## src/stst_pkg.sv

```systemverilog
// ----------------------------------------------------------------------------
// stst_pkg: shared types and constants for the scored target select tracker
// Score formats, result codes and the result record pushed to the output queue.
// ----------------------------------------------------------------------------
package stst_pkg;

  localparam int MAX_ENTRIES = 256;
  localparam int CNT_W       = $clog2(MAX_ENTRIES + 1);
  localparam int SCORE_W     = 32;
  localparam int ID_W        = 32;
  localparam int STATUS_W    = 8;
  localparam int MIN_W       = 9;
  localparam int CFG_IDX_W   = 4;
  localparam int CFG_DATA_W  = 32;

  // configuration register indexes
  localparam logic [CFG_IDX_W-1:0] CFG_SCORE_THR  = 4'd0;
  localparam logic [CFG_IDX_W-1:0] CFG_MARGIN_THR = 4'd1;
  localparam logic [CFG_IDX_W-1:0] CFG_VIRT_SEC   = 4'd2;
  localparam logic [CFG_IDX_W-1:0] CFG_MIN_COUNT  = 4'd3;

  // reset values, Q16.16
  localparam logic signed [SCORE_W-1:0] SCORE_THR_RST  = -32'sd282;
  localparam logic signed [SCORE_W-1:0] MARGIN_THR_RST = 32'sd983;
  localparam logic signed [SCORE_W-1:0] VIRT_SEC_RST   = -32'sd282;
  localparam logic [MIN_W-1:0]          MIN_COUNT_RST  = 9'd2;

  localparam logic [STATUS_W-1:0] STATUS_SCORED = 8'd0;

  typedef enum logic [1:0] {
    TS_SEARCHING = 2'd0,
    TS_TRACKING  = 2'd1,
    TS_LOST      = 2'd2
  } tstate_t;

  typedef enum logic [2:0] {
    RC_SELECTED    = 3'd0,
    RC_RESELECTED  = 3'd1,
    RC_REJECTED    = 3'd2,
    RC_MISSING     = 3'd3,
    RC_NONE_PASSED = 3'd4
  } reason_t;

  typedef struct packed {
    tstate_t                     state;
    logic [ID_W-1:0]             id;
    logic signed [SCORE_W-1:0]   score;
    reason_t                     reason;
    logic                        last;
  } result_t;

endpackage

```

## src/scored_target_select_tracker_top.sv

```systemverilog
// ----------------------------------------------------------------------------
// scored_target_select_tracker_top: best-of-batch target selection and tracking
// Tracks best/second score over a batch of entries and decides on the last one.
// ----------------------------------------------------------------------------
//
//  channel | direction | handshake           | payload
//  --------+-----------+---------------------+-------------------------------------
//  in      | input     | in_valid/in_stall   | entry_id entry_score score_ok
//          |           |                     | entry_status batch_last
//  out     | output    | out_valid/out_stall | track_state target_id target_score
//          |           |                     | reason_code result_last
//  cfg     | input     | cfg_we              | cfg_index cfg_data
//
// One entry per cycle unless in_stall holds it: a request is registered, then the tracker update and, on
// the last entry, the decision run combinationally into a 4-deep result queue.
// A request passes through the input register and then the result queue.
// A last entry waits in the input register until the queue has two free slots.
// Reset (rst, synchronous) clears the batch, the active target and the queue,
// and loads the register reset values.
module scored_target_select_tracker_top
  import stst_pkg::*;
(
  input  logic                         clk,
  input  logic                         rst,

  input  logic                         cfg_we,
  input  logic [CFG_IDX_W-1:0]         cfg_index,
  input  logic [CFG_DATA_W-1:0]        cfg_data,

  input  logic                         in_valid,
  output logic                         in_stall,
  input  logic [ID_W-1:0]              entry_id,
  input  logic signed [SCORE_W-1:0]    entry_score,
  input  logic                         score_ok,
  input  logic [STATUS_W-1:0]          entry_status,
  input  logic                         batch_last,

  output logic                         out_valid,
  input  logic                         out_stall,
  output logic [1:0]                   track_state,
  output logic [ID_W-1:0]              target_id,
  output logic signed [SCORE_W-1:0]    target_score,
  output logic [2:0]                   reason_code,
  output logic                         result_last
);

  localparam int QDEPTH = 4;
  localparam int QPTR_W = $clog2(QDEPTH);
  localparam int QCNT_W = $clog2(QDEPTH + 1);

  // configuration
  logic signed [SCORE_W-1:0] score_thr;
  logic signed [SCORE_W-1:0] margin_thr;
  logic signed [SCORE_W-1:0] virt_sec;
  logic [MIN_W-1:0]          min_count;

  // input register
  logic                      iv;
  logic [ID_W-1:0]           i_id;
  logic signed [SCORE_W-1:0] i_score;
  logic                      i_counts;
  logic                      i_last;

  // batch and target state
  logic [ID_W-1:0]           active_id;
  logic signed [SCORE_W-1:0] best_score;
  logic [ID_W-1:0]           best_id;
  logic signed [SCORE_W-1:0] runner_score;
  logic [CNT_W-1:0]          counted;
  logic                      seen;
  logic signed [SCORE_W-1:0] seen_score;

  logic [ID_W-1:0]           active_id_next;
  logic signed [SCORE_W-1:0] best_score_next;
  logic [ID_W-1:0]           best_id_next;
  logic signed [SCORE_W-1:0] runner_score_next;
  logic [CNT_W-1:0]          counted_next;
  logic                      seen_next;
  logic signed [SCORE_W-1:0] seen_score_next;

  // result queue
  result_t                   q [QDEPTH];
  logic [QPTR_W-1:0]         wp;
  logic [QPTR_W-1:0]         rp;
  logic [QCNT_W-1:0]         qcnt;

  logic                      proc;
  logic                      in_accept;
  logic                      pop;
  logic                      push0;
  logic                      push1;
  result_t                   r0;
  result_t                   r1;
  logic [QCNT_W-1:0]         npush;

  logic                      had_one;
  logic signed [SCORE_W-1:0] sec_use;
  logic signed [SCORE_W:0]   margin;
  logic                      sel;
  logic signed [SCORE_W-1:0] act_score;
  logic                      drop;

  assign proc      = iv && (!i_last || (qcnt <= QCNT_W'(QDEPTH - 2)));
  assign in_stall  = iv && !proc;
  assign in_accept = in_valid && !in_stall;
  assign out_valid = (qcnt != '0);
  assign pop       = out_valid && !out_stall;

  assign track_state  = q[rp].state;
  assign target_id    = q[rp].id;
  assign target_score = q[rp].score;
  assign reason_code  = q[rp].reason;
  assign result_last  = q[rp].last;

  always_comb begin
    best_score_next   = best_score;
    best_id_next      = best_id;
    runner_score_next = runner_score;
    counted_next      = counted;
    seen_next         = seen;
    seen_score_next   = seen_score;
    active_id_next    = active_id;
    push0             = 1'b0;
    push1             = 1'b0;
    r0                = '{TS_SEARCHING, '0, '0, RC_NONE_PASSED, 1'b1};
    r1                = '{TS_TRACKING, '0, '0, RC_RESELECTED, 1'b1};
    had_one           = (counted != '0);

    if (i_counts) begin
      // ties keep the earlier entry as best
      if (!had_one || (i_score > best_score)) begin
        if (had_one) begin
          runner_score_next = best_score;
        end
        best_score_next = i_score;
        best_id_next    = i_id;
      end else if ((counted == CNT_W'(1)) || (i_score > runner_score)) begin
        runner_score_next = i_score;
      end
      if (counted < CNT_W'(MAX_ENTRIES)) begin
        counted_next = counted + CNT_W'(1);
      end
      if ((active_id != '0) && (i_id == active_id) && !seen) begin
        seen_next       = 1'b1;
        seen_score_next = i_score;
      end
    end

    sec_use   = (counted_next > CNT_W'(1)) ? runner_score_next : virt_sec;
    margin    = {best_score_next[SCORE_W-1], best_score_next} -
                {sec_use[SCORE_W-1], sec_use};
    sel       = (counted_next != '0) &&
                (32'(counted_next) >= 32'(min_count)) &&
                (best_score_next > score_thr) &&
                (margin >= $signed({margin_thr[SCORE_W-1], margin_thr}));
    act_score = seen_score_next;
    drop      = !seen_next || (act_score <= score_thr);

    if (i_last) begin
      if (active_id == '0) begin
        push0 = 1'b1;
        if (sel) begin
          r0             = '{TS_TRACKING, best_id_next, best_score_next, RC_SELECTED, 1'b1};
          active_id_next = best_id_next;
        end
      end else if (drop) begin
        push0 = 1'b1;
        r0    = '{TS_LOST, active_id, '0, (seen_next ? RC_REJECTED : RC_MISSING), !sel};
        if (sel) begin
          push1          = 1'b1;
          r1             = '{TS_TRACKING, best_id_next, best_score_next, RC_RESELECTED, 1'b1};
          active_id_next = best_id_next;
        end else begin
          active_id_next = '0;
        end
      end
      // new batch
      counted_next = '0;
      seen_next    = 1'b0;
    end

    if (!proc) begin
      push0 = 1'b0;
      push1 = 1'b0;
    end
    npush = QCNT_W'(push0) + QCNT_W'(push1);
  end

  always_ff @(posedge clk) begin
    if (rst) begin
      score_thr  <= SCORE_THR_RST;
      margin_thr <= MARGIN_THR_RST;
      virt_sec   <= VIRT_SEC_RST;
      min_count  <= MIN_COUNT_RST;
    end else if (cfg_we) begin
      case (cfg_index)
        CFG_SCORE_THR:  score_thr  <= cfg_data;
        CFG_MARGIN_THR: margin_thr <= cfg_data;
        CFG_VIRT_SEC:   virt_sec   <= cfg_data;
        CFG_MIN_COUNT:  min_count  <= cfg_data[MIN_W-1:0];
        default: ;
      endcase
    end
  end

  always_ff @(posedge clk) begin
    if (in_accept) begin
      i_id     <= entry_id;
      i_score  <= entry_score;
      i_counts <= score_ok && (entry_status == STATUS_SCORED);
      i_last   <= batch_last;
    end
    if (proc) begin
      best_score   <= best_score_next;
      best_id      <= best_id_next;
      runner_score <= runner_score_next;
      seen_score   <= seen_score_next;
    end
    if (push0) begin
      q[wp] <= r0;
    end
    if (push1) begin
      q[wp + QPTR_W'(1)] <= r1;
    end
    if (rst) begin
      iv        <= 1'b0;
      active_id <= '0;
      counted   <= '0;
      seen      <= 1'b0;
      wp        <= '0;
      rp        <= '0;
      qcnt      <= '0;
    end else begin
      if (in_accept) begin
        iv <= 1'b1;
      end else if (proc) begin
        iv <= 1'b0;
      end
      if (proc) begin
        active_id <= active_id_next;
        counted   <= counted_next;
        seen      <= seen_next;
      end
      wp   <= wp + QPTR_W'(npush);
      rp   <= rp + QPTR_W'(pop);
      qcnt <= qcnt + npush - QCNT_W'(pop);
    end
  end

  a_qcnt_bound: assert property (@(posedge clk) disable iff (rst)
    qcnt <= QCNT_W'(QDEPTH))
    else $error("result queue overflow");

  a_count_bound: assert property (@(posedge clk) disable iff (rst)
    counted <= CNT_W'(MAX_ENTRIES))
    else $error("entry count above limit");

  a_active_hold: assert property (@(posedge clk) disable iff (rst)
    !(proc && i_last) |=> $stable(active_id))
    else $error("active target changed outside a decision");

  a_second_push: assert property (@(posedge clk) disable iff (rst)
    push1 |-> (push0 && (r0.state == TS_LOST) && !r0.last))
    else $error("reselect without a preceding lost result");

endmodule
```

## config.mk

```make
export PLATFORM = sky130hd
export DESIGN_NAME = scored_target_select_tracker_top
export DESIGN_NICKNAME = d
export VERILOG_FILES = /design/src/stst_pkg.sv /design/src/scored_target_select_tracker_top.sv
export SDC_FILE = /design/constraint.sdc
export NUM_CORES = 1
export LEC_CHECK = 0
export BUFFER_PORTS_ARGS = -buffer_cell sky130_fd_sc_hd__buf_2
export CORE_MARGIN = 2
export CORE_UTILIZATION = 43
export DETAILED_ROUTE_END_ITERATION = 16
export PLACE_DENSITY_LB_ADDON = 0.05
export SETUP_SLACK_MARGIN = 0.4
export SLEW_MARGIN = 20
export SYNTH_ARGS = -nofsm -noshare
export SYNTH_HDL_FRONTEND = slang
export SYNTH_SLANG_ARGS = --single-unit
```

## constraint.sdc

```tcl
create_clock -name clk -period 15.9 [get_ports clk]
set_clock_uncertainty 0.15 [all_clocks]
set_input_delay 3.18 -clock clk [delete_from_list [all_inputs] [get_ports clk]]
set_output_delay 3.18 -clock clk [all_outputs]
set_load 0.01 [all_outputs]
```

# Word level (Yosys, flattened, before mapping)
# Memories as Yosys holds them, arrays and structs flattened. A register that Yosys moved wholly into a read port is not among the register bits.
# Cells that the tools add are included.
# word_totals
latch_bits,0
inputBits,115
ram_bits,280
ff_bits,349
out_inout_bits,72
n_memories,1
elab_cells,125
mem_bits_ro,0
# memory_table
memory,words,word_bits,rd,rd_clocked_by_memory_dff,wr,line,source
q,4,70,1,1,2,scored_target_select_tracker_top.sv:82,result_t q [QDEPTH];
# op_classes
multipliers,0
n_reduce_logical,36
n_addsub,8
n_shift,0
n_eq_ne,6
mux,46
magnitude_cmp,9
n_div,0
bitwise,0
# ops
op,n
$mux 32,15
$mux 68,4
$mux 70,3
$gt 32x32->1,3
$mux 69,1
$ge 33x32->1,1
$sub 32x32->33,1
$eq 32x32->1,1
$le 32x32->1,1
$logic_not 32->1,1
$reduce_bool 32->1,1
$mux 9,3
$mux 1,19
$reduce_bool 9->1,2
$logic_and 1x1->1,10
$add 9x1->9 const B,1
$eq 9x1->1 const B,1
$ge 9x9->1,1
$gt 9x1->1 const B,1
$lt 9x9->1 const B,1
$eq 4x2->1 const B,2
$logic_not 1->1,8
$logic_not 8->1,1
$reduce_and 2->1,4
15 further kinds,19

# Logic depth before layout (Yosys ltp)
# Gate-level depths: netlist of the first run.
# depth
ltp_word,17
ltp_mapped,44
depth_no_buf,42

# Worst setup path after synthesis of the first run
# OpenSTA, ideal clock, no wires.
# synth_path
path_kind,reg2reg
startpoint,reg i_score[31]
endpoint,"mem q[3][10] in the netlist's numbering, enable pin"
stages_incl_launch_ff,32
synth_period_minus_slack_ps,11909
t_required_ps,15176
setup_slack_ps,3991
arrival_time_ps,11185
setup_time_ps,574
n_path_buf,3
path_cell_list,edfxtp_1 -> ha_1 -> nand4_1 -> nor2_1 -> a221oi_1 -> o211ai_1 -> or2_2 -> a31oi_1 -> buf_2 -> buf_2 -> nor2_1 -> a21oi_1 -> inv_1 -> ha_1 -> o21ai_1 -> a21oi_1 -> nor3b_1 -> a2111oi_0 -> or3_1 -> a31oi_1 -> a211oi_1 -> or4b_1 -> nand4_1 -> ha_1 -> nand4_1 -> nor4bb_1 -> nor3b_1 -> a21oi_1 -> a211oi_4 -> nand3_1 -> buf_2 -> o21ai_0
# synth_rtl
item,line,source
start: declaration,scored_target_select_tracker_top.sv:60,logic signed [SCORE_W-1:0] i_score;
start signal: assignment,scored_target_select_tracker_top.sv:209,i_score <= entry_score;
end: declaration,scored_target_select_tracker_top.sv:82,

==> results by group, run 1 <==
Status
  – Status: finished clean

STA
  – Fin crit period: 11.43 ns
  – # setup viols final: 0
  – Slew headroom: 23.4%
  – Slew Viols, Final: 0
  – Hold Worst Slack: 0.295 ns
  – Fin crit share: 71.9%
  – Final hold violation count: 0
  – RSZ-0062 raised after global routing: false
  – Worst slew pin tran: 1.14 ns
  – Final WS setup: 4.47 ns
  – Final setup TNS: 0 ns
  – Max Freq: 87.5 MHz

GRT
  – Most used routing layer: met2
  – Global Route met3 Usage: 3.30%
  – Tot GR Track Use: 24.8%
  – Antenna violations before repair: 0
  – Met1 Resource Use GR: 33.6%
  – Vias in the first global route: 23400
  – Met2 Track Usage GR: 41.4%
  – Largest net degree at the start of global routing: 75
  – Total gr overflow: 0
  – First-pass GRT wire length: 146 mm

Place
  – Placed instance count: 4056
  – Post-DP HPWL: 67.5 mm
  – Port Buffers: 186
  – Pre-CTS setup slack: 4.30 ns
  – Placer Congestion: 0.892

CTS
  – CTS buffer count: 74
  – Clock slew at reported path FFs: 0.06 ns
  – CTS tree: yes
  – Clk sinks: 625
  – Clk_lat worst skew: 0.64 ns
  – CTS H-tree depth: 3
  – CTS Root Cell: clkbuf_16
  – Post-CTS Setup Repair Bufs: 0
  – Maximum clock path buffer count: 3
  – Hold_buf cts: 0
  – CTS resizes: 0

Synthesis
  – Unique masters post-synth: 71
  – Synthesized Nets: 3370
  – Top cell type by total area after synthesis: edfxtp_1
  – Sequential fraction of the synthesis area: 52.0%
  – Dominant synthesized flop cell: edfxtp_1
  – Yosys warns: 0
  – Top cell type's share of synthesized area: 41.3%
  – Post-Synthesis Cells: 3042
  – Syn avg cell area: 10.8 sq um
  – Post-Syn Area: 0.0328 sq mm
  – Largest cells by area after synthesis: edfxtp_1, dfxtp_1, ha_1
  – Number of synthesized flops with an enable pin: 450
  – #FFs+latches synth: 625
  – Fraction of registers with async set/reset: 0%

Layout
  – Most common cell after layout, fill and taps aside: edfxtp_1
  – Fin cells: 4191
  – Share of layout cells above drive strength 1: 14.9%
  – N_diodes: 0
  – Fillers: 6903
  – Final net count: 3483
  – Commonest non-fill, non-tap cells in the layout: edfxtp_1, nor2_1, nand2_1
  – Area growth, synth to finish: 12.6%

Drt
  – Via density: 5.63
  – Final ANT Viol Nets: 0
  – DR vias: 23600
  – WL per Instance: 23.4 um
  – DRC errors left: 0
  – DRT Pass-1 Iters: 6
  – Final WL: 97.9 mm
  – DR iter-0 viols: 1623

Setup path
  – CP peak stage delay: 0.91 ns
  – Type of origin of the critical path: flip-flop
  – CP Max Fanout: 54
  – Required time worst endpoint: 16.00 ns
  – Crit-path leading delay family: compound AO/OA/AOI/OAI gates
  – Crit end category: flip-flop
  – CP Class: flip-flop to flip-flop
  – Data arrival, critical path: 11.53 ns
  – Buffers & Inverters on Critical Path: 3
  – CP max stage cell: mux2i_1

Floorplan
  – CORE AREA: 0.0757 sq mm
  – I/O Pins: 187
  – Die Y: 280 um
  – Die width: 280 um
  – Cell row count: 101
  – Initial core utilization: 43.3%
  – Die Footprint: 0.0784 sq mm

Hold path
  – Worst hold path class: flip-flop to flip-flop

Run
  – Max-Cap Viols: 0

Power
  – Power per cell area: 120 mW/mm^2
  – Peak VDD IR: 65.7 uV
  – Leak: 0.0146 uW
state kept, by name, indices dropped and copies added (netlist names), 2 cells and up:
register and cells:
qcnt 3, best_score 32, margin_thr 32, rp 2, best_id 32, i_id 32, virt_sec 32, min_count 9
runner_score 32, q 276, wp 2, score_thr 32, counted 9, seen_score 32, active_id 32, i_score 32
cells in the mapped netlist, types with 8 or more instances:
cell / n
inv_1: 233
mux2i_1: 80
nand3_1: 42
ha_1: 211
nand4_1: 37
o21a_1: 9
nor4_1: 25
nand2_1: 329
buf_6: 15
xor2_1: 42
o21ai_0: 90
a21o_1: 19
mux2_2: 32
dfxtp_1: 175
nand3b_1: 31
nor2_1: 338
buf_2: 40
o21ai_2: 12
a21oi_1: 208
mux4_2: 69
a211o_1: 38
o211ai_1: 10
o22ai_1: 36
buf_1: 12
o21ai_1: 81
nor3_1: 19
clkbuf_1: 113
and3_1: 8
a2bb2oi_1: 65
xnor2_1: 33
o21bai_1: 9
edfxtp_1: 450
nor2b_1: 17
kinds of logic after synthesis:
logic type,synth area share (%)
simple gates,11.9
compound gates,12.3
flops,52.0
buf+inv,5.39
fa+ha+maj,8.18
mux,8.29
xor+xnor,2.01
report_power, final:
part | total, uW | leakage [uW] | switching [uW] | internal (uW)
clock network | 1720 | 0.00121 | 707 | 1010
registers | 1890 | 0.00552 | 59.5 | 1830
logic | 826 | 0.00790 | 487 | 339
metrics by stage:
| stage | total power (uW) | util (%) | cell area, sq um |
|---|---|---|---|
| final | 4430 | 48.7 | 36900 |
| after global routing | 4620 | 48.7 | 36900 |
| after CTS | 4480 | 48.7 | 36900 |
| after detailed placement | 2760 | 45.5 | 34400 |
| after global placement | 2750 | 45.5 | 34400 |
| after floorplan | 2450 | - | 32800 |
tightest hold or removal path: cells and delay by family, from the launching register on:
kind             cells  cell delay, ns
flip-flops           1            0.31
AND/OR/NAND/NOR      2            0.09
path summary, 6_finish.rpt:
check	start	endpoint	slack (ns)	depth (start not counted)
max	i_score[31]	q[0][33]	4.47	30
min	q[2][68]	q[2][68]	0.30	2
max reg2reg	i_score[31]	q[0][33]	4.47	30
min reg2reg	q[2][68]	q[2][68]	0.30	2
final cells by class:
| cell class | count | area, sq um | share of cell area, % |
|---|---|---|---|
| clock inverter | 37 | 394 | 1.07 |
| timing repair buffer | 224 | 1220 | 3.31 |
| clock buffer | 97 | 2080 | 5.64 |
| inverter | 233 | 877 | 2.38 |
| sequential | 625 | 17000 | 46.1 |
| tap | 978 | 1220 | 3.32 |
| multi-input combinational | 1997 | 14100 | 38.1 |
metal layers:
metal  wire length [um]  part of all wire, %
met3               5110                  5.2
met2              47000                   48
met4               2920                  3.0
met5                  0                    0
met1              42900                   44
Power figures use the tool's default switching activity.
==> inputs of run 2 (changes only) <==
Clock period 15.9 ns to 9.9 ns, I/O delays scaled along.
==> run 2 against run 1 <==
Net effect: first-iteration DRC count grew 5.2%; via count grew 2.1%; combinational power grew 67%; total power grew 61%; critical path type unchanged.
==> results by group, run 2 (same netlist as run 1, synthesis figures left out) <==
Setup path
  – Worst Setup SP: i_score[21]
  – CP peak stage delay: 0.52 ns
  – RR Startpoint: i_score[21]
  – Cells on worst reg2reg path: 40
  – CP max stage cell: or4b_1
  – FF-to-FF End: qcnt[2]
  – FF-to-FF setup slack: 0.84 ns
  – Crit end category: flip-flop
  – Worst path most repeated cell: ha_1
  – Data arrival, critical path: 9.38 ns
  – Type of origin of the critical path: flip-flop
  – CP Max Fanout: 8
  – CP Class: flip-flop to flip-flop
  – Required time worst endpoint: 10.22 ns

STA
  – Slew headroom: 30.6%
  – Final setup TNS: 0 ns
  – Fin crit share: 91.5%
  – Worst slew pin tran: 1.04 ns
  – Max Freq: 110 MHz
  – Final hold violation count: 0
  – RSZ-0062 raised after global routing: false
  – # setup viols final: 0
  – Final WS setup: 0.843 ns
  – Slew Viols, Final: 0
  – Fin crit period: 9.06 ns

Floorplan
  – I/O Pins: 187
  – Die Y: 280 um
  – Die width: 280 um
  – CORE AREA: 0.0757 sq mm
  – Initial core utilization: 43.3%
  – Die Footprint: 0.0784 sq mm
  – Cell row count: 101

GRT
  – Total gr overflow: 0
  – Largest net degree at the start of global routing: 69
  – First-pass GRT wire length: 148 mm
  – Tot GR Track Use: 24.8%
  – Vias in the first global route: 23900
  – Antenna violations before repair: 0

Hold path
  – Worst hold stages: 2
  – Worst hold path class: flip-flop to flip-flop
  – Worst Hold Endpoint: q[1][68]
  – Worst hold path startpoint: q[1][68]

Drt
  – Final WL: 97.7 mm
  – DR vias: 24100
  – WL per Instance: 22.6 um
  – DRT Pass-1 Iters: 5
  – DRC errors left: 0
  – Final ANT Viol Nets: 0
  – Via density: 5.58
  – DR iter-0 viols: 1707

Layout
  – Multi-input logic area: 0.0142 sq mm
  – Most common cell after layout, fill and taps aside: edfxtp_1
  – Final net count: 3606
  – Fin util: 50.4%
  – Fin cells: 4315
  – Post-route design area: 0.0381 sq mm
  – Fillers: 6825
  – Reg area: 0.0170 sq mm
  – Area growth, synth to finish: 16.4%
  – N_diodes: 0
  – Commonest non-fill, non-tap cells in the layout: edfxtp_1, nor2_1, nand2_1
  – Largest Register: q
  – Share of layout cells above drive strength 1: 18.5%
  – Max FFs per register: 276

Power
  – Power per cell area: 187 mW/mm^2
  – Leak: 0.0156 uW
  – Peak VDD IR: 114 uV

Place
  – Placer Congestion: 0.914
  – Port Buffers: 186
  – Placed cell areas: 0.0355 sq mm
  – Placed instance count: 4179
  – Pre-CTS setup slack: -0.0195 ns
  – Post-DP HPWL: 68.0 mm

CTS
  – Clk_lat worst skew: 0.62 ns
  – Clock slew at reported path FFs: 0.06 ns
  – Hold_buf cts: 0
  – Maximum clock path buffer count: 3
  – CTS buffer count: 73
  – CTS tree: yes
  – CTS H-tree depth: 3
  – Clk sinks: 625
  – CTS Root Cell: clkbuf_16

Run
  – Max-Cap Viols: 0

Status
  – Status: finished clean
## run 2: final cells by class
class                           count  share of cell area [%]
Clock buffer                       95                    5.28
Clock inverter                     39                    1.04
Inverter                          233                    2.30
Multi-Input combinational cell   1997                    37.3
Sequential cell                   625                    44.6
Tap cell                          978                    3.21
Timing Repair Buffer              348                    6.23
## run 2: how the worst max path moves through the flow
stage / to / cells past startpoint
floorplan: q[1][10] / 32
global placement: qcnt[2] / 40
detailed placement: qcnt[2] / 39
CTS: qcnt[2] / 38
global route: qcnt[2] / 41
finish: qcnt[2] / 40
## run 2: timing repair
action | in CTS | in global routing
buffers inserted | 0 | 2
gates cloned | 0 | 0
pin swaps | 0 | 5
endpoints found under the setup margin | 22 | 393
gates resized for setup | 5 | 30
endpoints found under the hold margin | 0 | 0
## run 2: power breakdown
group / switching, uW / internal, uW / leakage [uW]
registers: 112 / 2930 / 0.00575
clock network: 1120 / 1600 / 0.00117
logic: 778 / 598 / 0.00865
total: 2010 / 5130 / 0.0156
## run 2: worst max-delay path, delay by kind of cell, from the launching register on
family | cells | cell delay (ns)
mux | 1 | 0.16
flops | 1 | 0.48
xor+xnor | 2 | 0.33
compound gates | 12 | 2.48
fa+ha+maj | 7 | 1.78
buf+inv | 6 | 0.57
simple gates | 12 | 2.95
## run 2: through the flow
step | total power (uW) | hold WS [ns]
after CTS | 7190 | 0.294
after global routing | 7430 | 0.322
final | 7130 | 0.292
after floorplan | 3930 | 0.267
after global placement | 4440 | 0.287
after detailed placement | 4460 | 0.285
## run 2: layer usage
layer  share of wire [%]  wire (um)  track usage (%)  vias up
met5                   0          0                0        -
met4                 2.5       2490             7.05        0
li1                    -          -                -    11400
met3                 5.3       5190             3.07      141
met2                  48      46600             41.3      711
met1                  44      43500             34.0    11800
==> inputs of run 3 (changes only) <==
Settings changed: CELL_PAD_IN_SITES_DETAIL_PLACEMENT from default to 0, CELL_PAD_IN_SITES_GLOBAL_PLACEMENT from default to 2.
Clock period 9.9 ns to 11.6 ns, I/O delays scaled along.
==> run 3 against run 2 <==
Net effect: worst hold slack gained 0.0011 ns; die area stayed put; setup slack better by 0.26 ns; flip-flop and latch count did not move; combinational power shrank 20%; routed wire length is 0.47% lower; via count fell by 2.0%; maximum frequency fell by 14%; critical path depth is 10 lower; clock power decreased by 10%; sequential share of layout area is 1.1 points higher; core utilization is 1.2 points lower.
==> results by group, run 3 (same netlist as run 1, synthesis figures left out) <==
Status
  – Status: finished clean

Run
  – Max-Cap Viols: 0

Place
  – Post-DP HPWL: 67.6 mm
  – Pre-CTS setup slack: 0.996 ns
  – Port Buffers: 186
  – Placer Congestion: 0.867

Drt
  – DR vias: 23600
  – Final WL: 97.3 mm
  – Final ANT Viol Nets: 0
  – DRT Pass-1 Iters: 8
  – DRC errors left: 0
  – WL per Instance: 23.1 um
  – Via density: 5.61
  – DR iter-0 viols: 1745

STA
  – Final WS setup: 1.10 ns
  – Slew headroom: 26.6%
  – RSZ-0062 raised after global routing: false
  – Final setup TNS: 0 ns
  – Worst slew pin tran: 1.07 ns
  – Fin crit period: 10.50 ns
  – Final hold violation count: 0
  – # setup viols final: 0
  – Max Freq: 95.2 MHz
  – Fin crit share: 90.5%
  – Slew Viols, Final: 0

CTS
  – CTS tree: yes
  – Clock slew at reported path FFs: 0.06 ns
  – CTS H-tree depth: 3
  – CTS buffer count: 74
  – Clk sinks: 625
  – Clk_lat worst skew: 0.62 ns
  – Hold_buf cts: 0
  – Maximum clock path buffer count: 3
  – CTS Root Cell: clkbuf_16

Power
  – Power per cell area: 165 mW/mm^2
  – Leak: 0.0148 uW
  – Sequential Power Share: 42.2%
  – P_sw: 1690 uW
  – Comb pwr share: 18.0%
  – Tot Pwr: 6150 uW
  – Int Pwr: 4460 uW
  – Peak VDD IR: 126 uV
  – Clock power share: 39.7%
  – Switch share: 27.5%

Floorplan
  – Die width: 280 um
  – CORE AREA: 0.0757 sq mm
  – Die Footprint: 0.0784 sq mm
  – I/O Pins: 187
  – Initial core utilization: 43.3%
  – Cell row count: 101
  – Die Y: 280 um

Setup path
  – CP max stage cell: nand4_1
  – CP Class: flip-flop to flip-flop
  – Type of origin of the critical path: flip-flop
  – Worst Setup SP: i_score[31]
  – Required time worst endpoint: 11.89 ns
  – Data arrival, critical path: 10.79 ns
  – Crit end category: flip-flop
  – RR Startpoint: i_score[31]
  – CP peak stage delay: 0.85 ns
  – Worst path most repeated cell: ha_1
  – CP Max Fanout: 21

Layout
  – N_diodes: 0
  – Commonest non-fill, non-tap cells in the layout: edfxtp_1, nor2_1, nand2_1
  – Area growth, synth to finish: 13.5%
  – Fillers: 6939
  – Max FFs per register: 276
  – Most common cell after layout, fill and taps aside: edfxtp_1
  – Final net count: 3494
  – Largest Register: q
  – Share of layout cells above drive strength 1: 15.5%

GRT
  – Global Route met3 Usage: 3.07%
  – Total gr overflow: 0
  – First-pass GRT wire length: 146 mm
  – Tot GR Track Use: 24.8%
  – Met2 Track Usage GR: 40.8%
  – Most used routing layer: met2
  – Met1 Resource Use GR: 34.2%
  – Antenna violations before repair: 0
  – Largest net degree at the start of global routing: 83
  – Vias in the first global route: 23300

Hold path
  – Worst hold path class: flip-flop to flip-flop
  – Worst hold path startpoint: q[2][68]
run 3: metal layers:
layer | wire (um) | up-vias
li1 | - | 11200
met1 | 44300 | 11600
met2 | 45600 | 650
met3 | 4550 | 146
met4 | 2810 | 0
met5 | 0 | -
run 3: through the flow:
| step | std cells | util, % | hold slack (ns) | instance area [sq um] |
|---|---|---|---|---|
| 5_1_grt | 4204 | 49.1 | 0.318 | 37200 |
| 2_1_floorplan | 3042 | - | 0.267 | 32800 |
| 3_3_place_gp | 4064 | 45.7 | 0.282 | 34600 |
| 3_5_place_dp | 4064 | 45.7 | 0.290 | 34600 |
| 6_report | 4204 | 49.1 | 0.293 | 37200 |
| 4_1_cts | 4200 | 49.1 | 0.298 | 37200 |
run 3: power groups by stage:
stage	Combinational (uW)	Sequential (uW)	Clock, uW
floorplan	767	2590	0
global placement	1110	2640	0
detailed placement	1110	2650	0
CTS	1120	2600	2490
global route	1220	2610	2580
finish	1110	2600	2440
run 3: critical path: cells and delay by family (launching register included):
family	cells	cell delay (ns)
and+or+nand+nor	11	3.85
adders and majority gates	3	1.16
DFF	1	0.45
xor gates and xnor gates	1	0.18
buffers and inverters	2	0.96
AOI/OAI and AO/OA	12	3.47
muxes	1	0.12
run 3: cell type report:
| type | count | area, sq um | share of cell area, % |
|---|---|---|---|
| Sequential cell | 625 | 17000 | 45.8 |
| Multi-Input combinational cell | 1997 | 14100 | 37.9 |
| Clock buffer | 97 | 2110 | 5.68 |
| Timing Repair Buffer | 235 | 1410 | 3.79 |
| Tap cell | 978 | 1220 | 3.29 |
| Inverter | 233 | 877 | 2.36 |
| Clock inverter | 39 | 468 | 1.26 |
run 3: repair_timing:
item                       CTS  global route
setup buffers                0             4
setup endpoints to repair    0            85
gates resized for setup      0             2
run 3: worst paths after layout:
| kind | to | slack, ns | cells past startpoint |
|---|---|---|---|
| worst max-delay path | q[3][67] | 1.10 | 30 |
| worst min-delay path | q[2][68] | 0.29 | 2 |
| worst max register to register | q[3][67] | 1.10 | 30 |
| worst min register to register | q[2][68] | 0.29 | 2 |
